## src/sv/ptb_pkg.sv

```systemverilog
`timescale 1ns / 1ps
`default_nettype none
package ptb_pkg;

   // vertex table
   localparam int VERTEX_COUNT = 1024;
   localparam int VTX_AW       = $clog2(VERTEX_COUNT);

   // datapath widths
   localparam int COORD_W = 16;
   localparam int DIFF_W  = COORD_W + 1;
   localparam int CROSS_W = 2 * DIFF_W + 1;
   localparam int MUL_B_W = DIFF_W;
   localparam int PROD_W  = CROSS_W + MUL_B_W;
   localparam int ACC_W   = PROD_W + 1;
   localparam int NUM2_W  = ACC_W + 2;
   localparam int DIV_W   = NUM2_W + 1;
   localparam int WGT_W   = 16;
   localparam int QUO_W   = WGT_W;
   localparam int FRAC_SH = 14;

   // queue between front and back
   localparam int QDEPTH = 2;
   localparam int QP_W   = $clog2(QDEPTH);
   localparam int QCNT_W = $clog2(QDEPTH + 1);

   typedef enum logic {
      FUNC_WRITE = 1'b0,
      FUNC_QUERY = 1'b1
   } func_type;

   typedef logic signed [COORD_W-1:0] coord_type;

   typedef struct packed {
      coord_type x;
      coord_type y;
      coord_type z;
   } vec_type;

   typedef struct packed {
      logic                     func;
      vec_type                  p;
      vec_type                  n;
      vec_type                  va;
      vec_type                  vb;
      vec_type                  vc;
   } entry_type;

   typedef struct packed {
      logic      valid;
      entry_type entry;
   } head_type;

   typedef struct packed {
      logic                     inside_res;
      logic [15:0]              distance;
      logic signed [WGT_W-1:0]  bary_0;
      logic signed [WGT_W-1:0]  bary_1;
      logic signed [WGT_W-1:0]  bary_2;
      logic                     degenerate;
   } rsp_type;

endpackage
`default_nettype wire

```

## src/sv/ptb_if.sv

```systemverilog
`timescale 1ns / 1ps
`default_nettype none


interface ptb_rsp_if;
   logic               valid;
   logic               ready;
   logic               inside_res;
   logic [15:0]        distance;
   logic signed [15:0] bary_0;
   logic signed [15:0] bary_1;
   logic signed [15:0] bary_2;
   logic               degenerate;

   modport source (output valid, inside_res, distance, bary_0, bary_1, bary_2,
                   degenerate, input ready);
   modport sink (input valid, inside_res, distance, bary_0, bary_1, bary_2,
                 degenerate, output ready);
endinterface
`default_nettype wire

```

## src/sv/ptb_div.sv

```systemverilog
`timescale 1ns / 1ps
`default_nettype none
module ptb_div import ptb_pkg::*; (
   input  wire logic                     clock,
   input  wire logic                     reset,
   input  wire logic                     start,
   input  wire logic signed [NUM2_W-1:0] num,
   input  wire logic signed [ACC_W-1:0]  den,
   output logic                          done,
   output logic signed [WGT_W-1:0]       weight
);

   logic                 busy_ff;
   logic                 done_ff;
   logic [3:0]           cnt_ff;
   logic [DIV_W-1:0]     r_ff;
   logic [DIV_W-1:0]     b_ff;
   logic [QUO_W-1:0]     q_ff;
   logic                 neg_ff;
   logic                 sat_ff;

   logic [DIV_W-1:0]     a_abs;
   logic [DIV_W-1:0]     b_abs;
   logic [DIV_W-1:0]     trial;
   logic [QUO_W-1:0]     q_sh;
   logic [QUO_W:0]       mag;

   // operand magnitudes
   always_comb begin
      a_abs = num[NUM2_W-1] ? DIV_W'(-num) : DIV_W'(num);
      b_abs = den[ACC_W-1] ? DIV_W'(-den) : DIV_W'(den);
   end

   // first step compares unshifted, later steps shift one bit in
   always_comb begin
      trial = (cnt_ff == '0) ? r_ff : {r_ff[DIV_W-2:0], 1'b0};
      q_sh  = (cnt_ff == '0) ? q_ff : {q_ff[QUO_W-2:0], 1'b0};
   end

   // restoring divider, one quotient bit per cycle
   always_ff @(posedge clock) begin
      if (reset) begin
         busy_ff <= 1'b0;
         done_ff <= 1'b0;
         cnt_ff  <= '0;
      end else begin
         done_ff <= 1'b0;
         if (start) begin
            busy_ff <= 1'b1;
            cnt_ff  <= '0;
         end else if (busy_ff) begin
            cnt_ff <= cnt_ff + 4'd1;
            if (cnt_ff == 4'(QUO_W - 1)) begin
               busy_ff <= 1'b0;
               done_ff <= 1'b1;
            end
         end
      end
   end

   always_ff @(posedge clock) begin
      if (start) begin
         r_ff   <= a_abs;
         b_ff   <= b_abs;
         q_ff   <= '0;
         neg_ff <= num[NUM2_W-1] ^ den[ACC_W-1];
         sat_ff <= a_abs >= {b_abs[DIV_W-2:0], 1'b0};
      end else if (busy_ff) begin
         if (trial >= b_ff) begin
            r_ff <= trial - b_ff;
            q_ff <= q_sh | QUO_W'(1);
         end else begin
            r_ff <= trial;
            q_ff <= q_sh;
         end
      end
   end

   // round half away from zero, then saturate
   always_comb begin
      mag = sat_ff ? {1'b1, {QUO_W{1'b0}}} : (({1'b0, q_ff} + (QUO_W+1)'(1)) >> 1);
      if (neg_ff) begin
         weight = (mag > (QUO_W+1)'(32768)) ? -16'sd32768 : WGT_W'(-$signed(mag));
      end else begin
         weight = (mag > (QUO_W+1)'(32767)) ? 16'sd32767 : WGT_W'(mag);
      end
   end

   assign done = done_ff;

   a_div_no_restart: assert property (@(posedge clock) disable iff (reset)
      start |-> !busy_ff) else $error("divider restarted while busy");

endmodule
`default_nettype wire

```

## src/sv/ptb_back.sv

```systemverilog
`timescale 1ns / 1ps
`default_nettype none
module ptb_back import ptb_pkg::*; (
   input  wire logic     clock,
   input  wire logic     reset,
   input  wire head_type head,
   output logic          pop,
   ptb_rsp_if.source     rsp_ch
);

   typedef enum logic [4:0] {
      B_IDLE = 5'b00001,
      B_MAC  = 5'b00010,
      B_NUM2 = 5'b00100,
      B_DIV  = 5'b01000,
      B_OUT  = 5'b10000
   } bstate_type;

   typedef enum logic [3:0] {
      K_CX_SET, K_CX_SUB, K_CY_SET, K_CY_SUB, K_CZ_SET, K_CZ_SUB,
      K_T_SET, K_T_ADD, K_T_FIN
   } kind_type;

   typedef struct packed {
      logic signed [DIFF_W-1:0] x;
      logic signed [DIFF_W-1:0] y;
      logic signed [DIFF_W-1:0] z;
   } dvec_type;

   function automatic dvec_type dsub(input vec_type a, input vec_type b);
      dvec_type r;
      r.x = DIFF_W'(a.x) - DIFF_W'(b.x);
      r.y = DIFF_W'(a.y) - DIFF_W'(b.y);
      r.z = DIFF_W'(a.z) - DIFF_W'(b.z);
      return r;
   endfunction

   bstate_type                 state_ff, state_in;
   logic [1:0]                 tri_ff;
   logic [3:0]                 sub_ff;
   logic                       wr_ff;
   logic                       op_vld_ff;
   kind_type                   op_kind_ff;
   logic [1:0]                 op_dst_ff;
   logic signed [PROD_W-1:0]   prod_ff;
   logic signed [CROSS_W-1:0]  cx_ff, cy_ff, cz_ff;
   logic signed [ACC_W-1:0]    t_ff;
   logic signed [ACC_W-1:0]    area_ff, num0_ff, num1_ff, d_ff;
   logic signed [NUM2_W-1:0]   num2_ff;
   logic signed [WGT_W-1:0]    w0_ff, w1_ff, w2_ff;
   logic [1:0]                 sel_ff;
   logic                       issue_ff;
   logic                       rsp_vld_ff;
   rsp_type                    rsp_ff;

   dvec_type                   u, w, pa;
   vec_type                    n;
   logic signed [CROSS_W-1:0]  mul_a;
   logic signed [MUL_B_W-1:0]  mul_b;
   kind_type                   kind;
   logic                       last_step;
   logic                       div_start, div_done;
   logic signed [NUM2_W-1:0]   div_num;
   logic signed [WGT_W-1:0]    div_w;
   logic                       load;
   logic                       degen;
   logic                       in_tri;
   logic [ACC_W-1:0]           d_mag;
   logic [ACC_W:0]             d_rnd;
   logic                       n0_le, n1_le, n2_le, n0_ge, n1_ge, n2_ge;

   // edge vectors of the current triple product
   always_comb begin
      n  = head.entry.n;
      pa = dsub(head.entry.p, head.entry.va);
      case (tri_ff)
         2'd0: begin
            u = dsub(head.entry.vb, head.entry.va);
            w = dsub(head.entry.vc, head.entry.va);
         end
         2'd1: begin
            u = dsub(head.entry.vc, head.entry.vb);
            w = dsub(head.entry.p, head.entry.vb);
         end
         default: begin
            u = dsub(head.entry.va, head.entry.vc);
            w = dsub(head.entry.p, head.entry.vc);
         end
      endcase
   end

   // operand schedule: six cross terms then three normal terms per triple,
   // plane distance last
   always_comb begin
      mul_a = CROSS_W'(pa.x);
      mul_b = MUL_B_W'(n.x);
      kind  = K_T_SET;
      if (tri_ff == 2'd3) begin
         unique case (sub_ff)
            4'd0: begin mul_a = CROSS_W'(pa.x); mul_b = MUL_B_W'(n.x); kind = K_T_SET; end
            4'd1: begin mul_a = CROSS_W'(pa.y); mul_b = MUL_B_W'(n.y); kind = K_T_ADD; end
            default: begin
               mul_a = CROSS_W'(pa.z); mul_b = MUL_B_W'(n.z); kind = K_T_FIN;
            end
         endcase
      end else begin
         unique case (sub_ff)
            4'd0: begin mul_a = CROSS_W'(u.y); mul_b = w.z; kind = K_CX_SET; end
            4'd1: begin mul_a = CROSS_W'(u.z); mul_b = w.y; kind = K_CX_SUB; end
            4'd2: begin mul_a = CROSS_W'(u.z); mul_b = w.x; kind = K_CY_SET; end
            4'd3: begin mul_a = CROSS_W'(u.x); mul_b = w.z; kind = K_CY_SUB; end
            4'd4: begin mul_a = CROSS_W'(u.x); mul_b = w.y; kind = K_CZ_SET; end
            4'd5: begin mul_a = CROSS_W'(u.y); mul_b = w.x; kind = K_CZ_SUB; end
            4'd6: begin mul_a = cx_ff; mul_b = MUL_B_W'(n.x); kind = K_T_SET; end
            4'd7: begin mul_a = cy_ff; mul_b = MUL_B_W'(n.y); kind = K_T_ADD; end
            default: begin mul_a = cz_ff; mul_b = MUL_B_W'(n.z); kind = K_T_FIN; end
         endcase
      end
   end

   assign last_step = (tri_ff == 2'd3) && (sub_ff == 4'd2);

   // multiply stage
   always_ff @(posedge clock) begin
      prod_ff    <= mul_a * mul_b;
      op_kind_ff <= kind;
      op_dst_ff  <= tri_ff;
   end

   // accumulate stage
   always_ff @(posedge clock) begin
      if (op_vld_ff) begin
         unique case (op_kind_ff)
            K_CX_SET: cx_ff <= CROSS_W'(prod_ff);
            K_CX_SUB: cx_ff <= cx_ff - CROSS_W'(prod_ff);
            K_CY_SET: cy_ff <= CROSS_W'(prod_ff);
            K_CY_SUB: cy_ff <= cy_ff - CROSS_W'(prod_ff);
            K_CZ_SET: cz_ff <= CROSS_W'(prod_ff);
            K_CZ_SUB: cz_ff <= cz_ff - CROSS_W'(prod_ff);
            K_T_SET:  t_ff  <= ACC_W'(prod_ff);
            K_T_ADD:  t_ff  <= t_ff + ACC_W'(prod_ff);
            K_T_FIN: begin
               unique case (op_dst_ff)
                  2'd0:    area_ff <= t_ff + ACC_W'(prod_ff);
                  2'd1:    num0_ff <= t_ff + ACC_W'(prod_ff);
                  2'd2:    num1_ff <= t_ff + ACC_W'(prod_ff);
                  default: d_ff    <= t_ff + ACC_W'(prod_ff);
               endcase
            end
            default: t_ff <= t_ff;
         endcase
      end
      if (state_ff == B_NUM2) begin
         num2_ff <= NUM2_W'(area_ff) - NUM2_W'(num0_ff) - NUM2_W'(num1_ff);
      end
   end

   // shared divider for the three weights
   always_comb begin
      case (sel_ff)
         2'd0:    div_num = NUM2_W'(num0_ff);
         2'd1:    div_num = NUM2_W'(num1_ff);
         default: div_num = num2_ff;
      endcase
   end

   assign div_start = (state_ff == B_DIV) && issue_ff;

   ptb_div u_div (
      .clock  (clock),
      .reset  (reset),
      .start  (div_start),
      .num    (div_num),
      .den    (area_ff),
      .done   (div_done),
      .weight (div_w)
   );

   always_ff @(posedge clock) begin
      if (div_done) begin
         case (sel_ff)
            2'd0:    w0_ff <= div_w;
            2'd1:    w1_ff <= div_w;
            default: w2_ff <= div_w;
         endcase
      end
   end

   // result fields
   always_comb begin
      degen = !wr_ff && (area_ff == '0);
      n0_le = num0_ff[ACC_W-1] || (num0_ff == '0);
      n1_le = num1_ff[ACC_W-1] || (num1_ff == '0);
      n2_le = num2_ff[NUM2_W-1] || (num2_ff == '0);
      n0_ge = !num0_ff[ACC_W-1];
      n1_ge = !num1_ff[ACC_W-1];
      n2_ge = !num2_ff[NUM2_W-1];
      in_tri = !wr_ff && !degen &&
               (area_ff[ACC_W-1] ? (n0_le && n1_le && n2_le) : (n0_ge && n1_ge && n2_ge));
      d_mag  = d_ff[ACC_W-1] ? ACC_W'(-d_ff) : ACC_W'(d_ff);
      d_rnd  = {1'b0, d_mag} + (ACC_W+1)'(1 << (FRAC_SH - 1));
   end

   assign load = (state_ff == B_OUT) && (!rsp_vld_ff || rsp_ch.ready);
   assign pop  = load;

   // sequencer
   always_comb begin
      state_in = state_ff;
      unique case (state_ff)
         B_IDLE: begin
            if (head.valid) begin
               state_in = (head.entry.func == FUNC_QUERY) ? B_MAC : B_OUT;
            end
         end
         B_MAC:  if (last_step) state_in = B_NUM2;
         B_NUM2: state_in = (area_ff == '0) ? B_OUT : B_DIV;
         B_DIV:  if (div_done && (sel_ff == 2'd2)) state_in = B_OUT;
         B_OUT:  if (load) state_in = B_IDLE;
         default: state_in = B_IDLE;
      endcase
   end

   always_ff @(posedge clock) begin
      if (reset) begin
         state_ff   <= B_IDLE;
         tri_ff     <= '0;
         sub_ff     <= '0;
         op_vld_ff  <= 1'b0;
         sel_ff     <= '0;
         issue_ff   <= 1'b0;
         wr_ff      <= 1'b0;
         rsp_vld_ff <= 1'b0;
      end else begin
         state_ff  <= state_in;
         op_vld_ff <= state_ff == B_MAC;
         issue_ff  <= 1'b0;
         if (state_ff == B_IDLE) begin
            tri_ff <= '0;
            sub_ff <= '0;
            wr_ff  <= head.entry.func == FUNC_WRITE;
         end
         if (state_ff == B_MAC) begin
            if ((sub_ff == 4'd8) && (tri_ff != 2'd3)) begin
               sub_ff <= '0;
               tri_ff <= tri_ff + 2'd1;
            end else begin
               sub_ff <= sub_ff + 4'd1;
            end
         end
         if (state_ff == B_NUM2) begin
            sel_ff   <= '0;
            issue_ff <= area_ff != '0;
         end
         if (div_done && (sel_ff != 2'd2)) begin
            sel_ff   <= sel_ff + 2'd1;
            issue_ff <= 1'b1;
         end
         if (load) begin
            rsp_vld_ff <= 1'b1;
         end else if (rsp_ch.ready) begin
            rsp_vld_ff <= 1'b0;
         end
      end
   end

   // output register
   always_ff @(posedge clock) begin
      if (load) begin
         rsp_ff.inside_res <= in_tri;
         rsp_ff.distance   <= !in_tri ? 16'd0 :
                              (|d_rnd[ACC_W:FRAC_SH+16]) ? 16'hFFFF :
                              d_rnd[FRAC_SH+15:FRAC_SH];
         rsp_ff.bary_0     <= (wr_ff || degen) ? '0 : w0_ff;
         rsp_ff.bary_1     <= (wr_ff || degen) ? '0 : w1_ff;
         rsp_ff.bary_2     <= (wr_ff || degen) ? '0 : w2_ff;
         rsp_ff.degenerate <= degen;
      end
   end

   assign rsp_ch.valid      = rsp_vld_ff;
   assign rsp_ch.inside_res = rsp_ff.inside_res;
   assign rsp_ch.distance   = rsp_ff.distance;
   assign rsp_ch.bary_0     = rsp_ff.bary_0;
   assign rsp_ch.bary_1     = rsp_ff.bary_1;
   assign rsp_ch.bary_2     = rsp_ff.bary_2;
   assign rsp_ch.degenerate = rsp_ff.degenerate;

   a_div_nonzero: assert property (@(posedge clock) disable iff (reset)
      state_ff == B_DIV |-> area_ff != '0) else $error("divide by zero area");
   a_done_in_div: assert property (@(posedge clock) disable iff (reset)
      div_done |-> state_ff == B_DIV) else $error("divider done outside divide");

endmodule
`default_nettype wire

```

## src/flat_wrapper.sv

```systemverilog
// flat-port wrapper written by rule: the top's interface ports become plain ports
module ptb_back_flat import ptb_pkg::*;
  (clock, reset, head, pop, rsp_ch_valid, rsp_ch_inside_res, rsp_ch_distance, rsp_ch_bary_0, rsp_ch_bary_1, rsp_ch_bary_2, rsp_ch_degenerate, rsp_ch_ready);
  ptb_rsp_if rsp_ch_i ();
  input  wire logic clock;
  input  wire logic reset;
  input  wire head_type head;
  output logic pop;
  output wire logic [$bits(rsp_ch_i.valid)-1:0] rsp_ch_valid;
  output wire logic [$bits(rsp_ch_i.inside_res)-1:0] rsp_ch_inside_res;
  output wire logic [$bits(rsp_ch_i.distance)-1:0] rsp_ch_distance;
  output wire logic [$bits(rsp_ch_i.bary_0)-1:0] rsp_ch_bary_0;
  output wire logic [$bits(rsp_ch_i.bary_1)-1:0] rsp_ch_bary_1;
  output wire logic [$bits(rsp_ch_i.bary_2)-1:0] rsp_ch_bary_2;
  output wire logic [$bits(rsp_ch_i.degenerate)-1:0] rsp_ch_degenerate;
  input wire logic [$bits(rsp_ch_i.ready)-1:0] rsp_ch_ready;
  assign rsp_ch_valid = rsp_ch_i.valid;
  assign rsp_ch_inside_res = rsp_ch_i.inside_res;
  assign rsp_ch_distance = rsp_ch_i.distance;
  assign rsp_ch_bary_0 = rsp_ch_i.bary_0;
  assign rsp_ch_bary_1 = rsp_ch_i.bary_1;
  assign rsp_ch_bary_2 = rsp_ch_i.bary_2;
  assign rsp_ch_degenerate = rsp_ch_i.degenerate;
  assign rsp_ch_i.ready = rsp_ch_ready;
  ptb_back u_core (.clock(clock), .reset(reset), .head(head), .pop(pop), .rsp_ch(rsp_ch_i));
endmodule
```

## config.mk

```make
export PLATFORM = sky130hd
export DESIGN_NAME = ptb_back_flat
export DESIGN_NICKNAME = d
export VERILOG_FILES = /design/src/sv/ptb_pkg.sv /design/src/sv/ptb_if.sv /design/src/sv/ptb_div.sv /design/src/sv/ptb_back.sv /design/src/flat_wrapper.sv
export SDC_FILE = /design/constraint.sdc
export NUM_CORES = 2
export LEC_CHECK = 0
export ABC_AREA = 1
export BUFFER_PORTS_ARGS = -buffer_cell sky130_fd_sc_hd__buf_2
export CAP_MARGIN = 5
export CORE_UTILIZATION = 50
export DETAILED_ROUTE_END_ITERATION = 10
export PLACE_DENSITY = 0.69
export SLEW_MARGIN = 20
export SYNTH_ARGS = -nofsm -noshare
export SYNTH_HDL_FRONTEND = slang
export SYNTH_SLANG_ARGS = --single-unit
```

## constraint.sdc

```tcl
create_clock -name clock -period 8.83 [get_ports clock]
set_clock_uncertainty 0.2 [all_clocks]
set_input_delay 0.4415 -clock clock [delete_from_list [all_inputs] [get_ports clock]]
set_output_delay 0.4415 -clock clock [all_outputs]
set_load 0.01 [all_outputs]
```

==> flow_summary.json <==
{
  "yosys_warnings": 0,
  "dpl_cell_area_sq_um": 106600,
  "synth_most_common_cell": "nand2_1",
  "fmax_mhz": 111.9,
  "area_growth_pct": 23.05,
  "grt_pass1_wl_mm": 553.1,
  "grt_max_degree": 107,
  "synth.avg_cell_area_sq_um": 7.402,
  "start_kind": "flip-flop",
  "insertion_delay_ns": 0.69,
  "grt_setup_unrepaired": "yes",
  "synth-edff-count": 653,
  "drv_cap": 0,
  "hold_path_class": "in -> reg",
  "wl_per_cell_um": 22.74,
  "crit_fanout": 8,
  "antenna_found_initial": 16,
  "dr.pass1.iters": 11,
  "die_h_um": 428.9,
  "fp.dieW_um": 428.9,
  "cp.required_ns": 9.22,
  "ys_ff_latch": 750,
  "grt_overflow": 0,
  "drc": 2,
  "viasPerCell": 5.663,
  "ys_seq_area_share_pct": 23.65,
  "drv_slew": 0,
  "timing.final.hold_violations": 0,
  "cts_max_path_buffers": 3,
  "fp-row-count": 156,
  "drtIter0Drc": 8497,
  "worstSetupPathType": "reg -> reg",
  "ys.flop_type": "edfxtp_1",
  "portBuffers": 312,
  "endpoint_kind": "flip-flop",
  "syn_area_sq_um": 91110,
  "fin_nets": 15670,
  "start_util_pct": 50.35,
  "drive_gt1_share_pct": 18.81,
  "core_sq_um": 180900,
  "critPathMaxStageDelay_ns": 0.56,
  "timing.final.ws_setup_ns": -0.1086,
  "synth_cells": 12310,
  "status": "finished, violations left",
  "fin_tns_setup_ns": -0.4125,
  "ant_nets": 0,
  "io_pins": 313,
  "worst_path_max_delay_cell": "fa_1",
  "dp_hpwl_mm": 316.0,
  "cts_root_buf": "clkbuf_16",
  "grt_pass1_vias": 92570,
  "yosysTopAreaCell": "edfxtp_1",
  "setup_viol": 11,
  "cts_tree": "done",
  "worst_pin_slew_ns": 1.223,
  "place_congestion": 1.064,
  "routed_wl_mm": 374.6,
  "violations": "design-rule violations, negative setup slack",
  "finalInstanceArea_sq_um": 112100,
  "cp_data_arrival_time_ns": 9.32,
  "cpMostUsedCell": "fa_1",
  "synth_common_cells": "nand2_1, inv_1, nor2_1, a21oi_1, o21ai_0",
  "max-slew-margin-rel_pct": 17.90,
  "worst-path-buf-inv": 17,
  "clk_pin_slew_ns": 0.06,
  "min_period_ns": 8.939,
  "netlist.area_leader.share_pct": 21.52,
  "fin_crit_sh_pct": 101.2,
  "synthArstFlopShare_pct": 0,
  "cts_buffers": 76,
  "crit_family": "adder cells",
  "grt_usage_pct": 39.69,
  "ys_types": 71,
  "cts_num_sinks": 750,
  "vias": 93290,
  "die-area_sq_um": 183900,
  "fill_cells": 16110,
  "cts.htree.levels": 3,
  "ys_top_cells_by_area": "edfxtp_1, fa_1, ha_1"
}
logic make-up after synthesis:
| kind of cell | after synthesis | synth area share (%) |
|---|---|---|
| DFF | 750 | 23.65 |
| AOI/OAI and AO/OA | 2450 | 15.23 |
| xor gates and xnor gates | 464 | 4.461 |
| adders and majority gates | 1392 | 24.42 |
| other | 2 | 0.008243 |
| and+or+nand+nor | 4761 | 21.80 |
| muxes | 2 | 0.02197 |
| buffers and inverters | 2487 | 10.41 |
path summary, 6_finish.rpt:
check | startpoint | to | slack, ns | cells past startpoint
max | u_core.tri_ff[0] | u_core.prod_ff[33] | -0.11 | 47
min | head[241] | u_core.state_ff[0] | 0.06 | 4
max reg2reg | u_core.tri_ff[0] | u_core.prod_ff[33] | -0.11 | 47
min reg2reg | u_core.sel_ff[1] | u_core.sel_ff[1] | 0.31 | 2
per-layer routing:
layer / GRT usage [%] / routed length [um] / vias up
li1: - / - / 43670
met1: 46.88 / 141600 / 44350
met2: 65.98 / 173000 / 4148
met3: 5.726 / 27540 / 1115
met4: 28.92 / 32420 / 10
met5: 0 / 67 / -
registers in the layout, summed over array words and instances (netlist names), 35 cells and up:
signal / cells
u_core.prod_ff: 52
u_core.cy_ff: 35
u_core.cx_ff: 35
u_core.area_ff: 53
u_core.d_ff: 53
u_core.num2_ff: 55
u_core.num0_ff: 53
u_core.t_ff: 53
u_core.u_div.b_ff: 56
u_core.cz_ff: 35
u_core.u_div.r_ff: 56
u_core.num1_ff: 53
layout by cell type, fill, tap and decap left out, types with 50 or more instances in the layout:
cell type,count
edfxtp_1,653
clkbuf_16,83
a21oi_2,76
ha_1,715
o21ai_0,825
nor2_2,75
o22ai_1,81
inv_2,50
a31oi_1,113
buf_12,53
buf_4,1495
nor2_1,1267
o21ai_1,58
nor3_1,94
inv_1,2144
dfxtp_1,95
nand2_2,79
xor2_1,284
or2_2,62
fa_1,620
buf_2,312
nand3_1,439
xnor2_1,175
nor4_1,64
nand4_1,129
a21oi_1,855
nand2_1,2369
area by class of cell:
| class | instances | area [sq um] | area share (%) |
|---|---|---|---|
| Multi-Input combinational cell | 9075 | 61990 | 55.30 |
| Sequential cell | 750 | 21560 | 19.23 |
| Timing Repair Buffer | 1922 | 14680 | 13.09 |
| Inverter | 2208 | 8322 | 7.423 |
| Tap cell | 2370 | 2965 | 2.645 |
| Clock buffer | 102 | 2102 | 1.875 |
| Clock inverter | 39 | 471.7 | 0.4208 |
| Antenna cell | 8 | 20.02 | 0.01786 |
repair_timing:
| item | CTS | global route |
|---|---|---|
| resized for setup | 259 | 328 |
| endpoints found under the setup margin | 37 | 36 |
| cloned | 4 | 5 |
| hold buffers | 1 | 0 |
| endpoints found under the hold margin | 2 | 0 |
| setup buffers | 28 | 41 |
| pin swaps | 89 | 135 |
tightest hold or removal path, stage by stage:
cell	delay, ns
buf_2	0.16
nor2_1	0.18
a21oi_1	0.06
nand2_1	0.05
metrics by stage:
step	util, %	std cells	hold slack [ns]	setup WS, ns
floorplan	-	12310	0.1546	0.02114
global placement	58.93	16250	0.2651	-1.030
finish	61.96	16470	0.05638	-0.1086
global route	61.95	16470	0.07026	-0.4080
CTS	61.08	16420	0.01329	-0.008506
detailed placement	58.93	16250	0.2676	-1.022
Power is not shown: default switching activity piles up to over one toggle a cycle in this logic, so the estimate is an artifact.
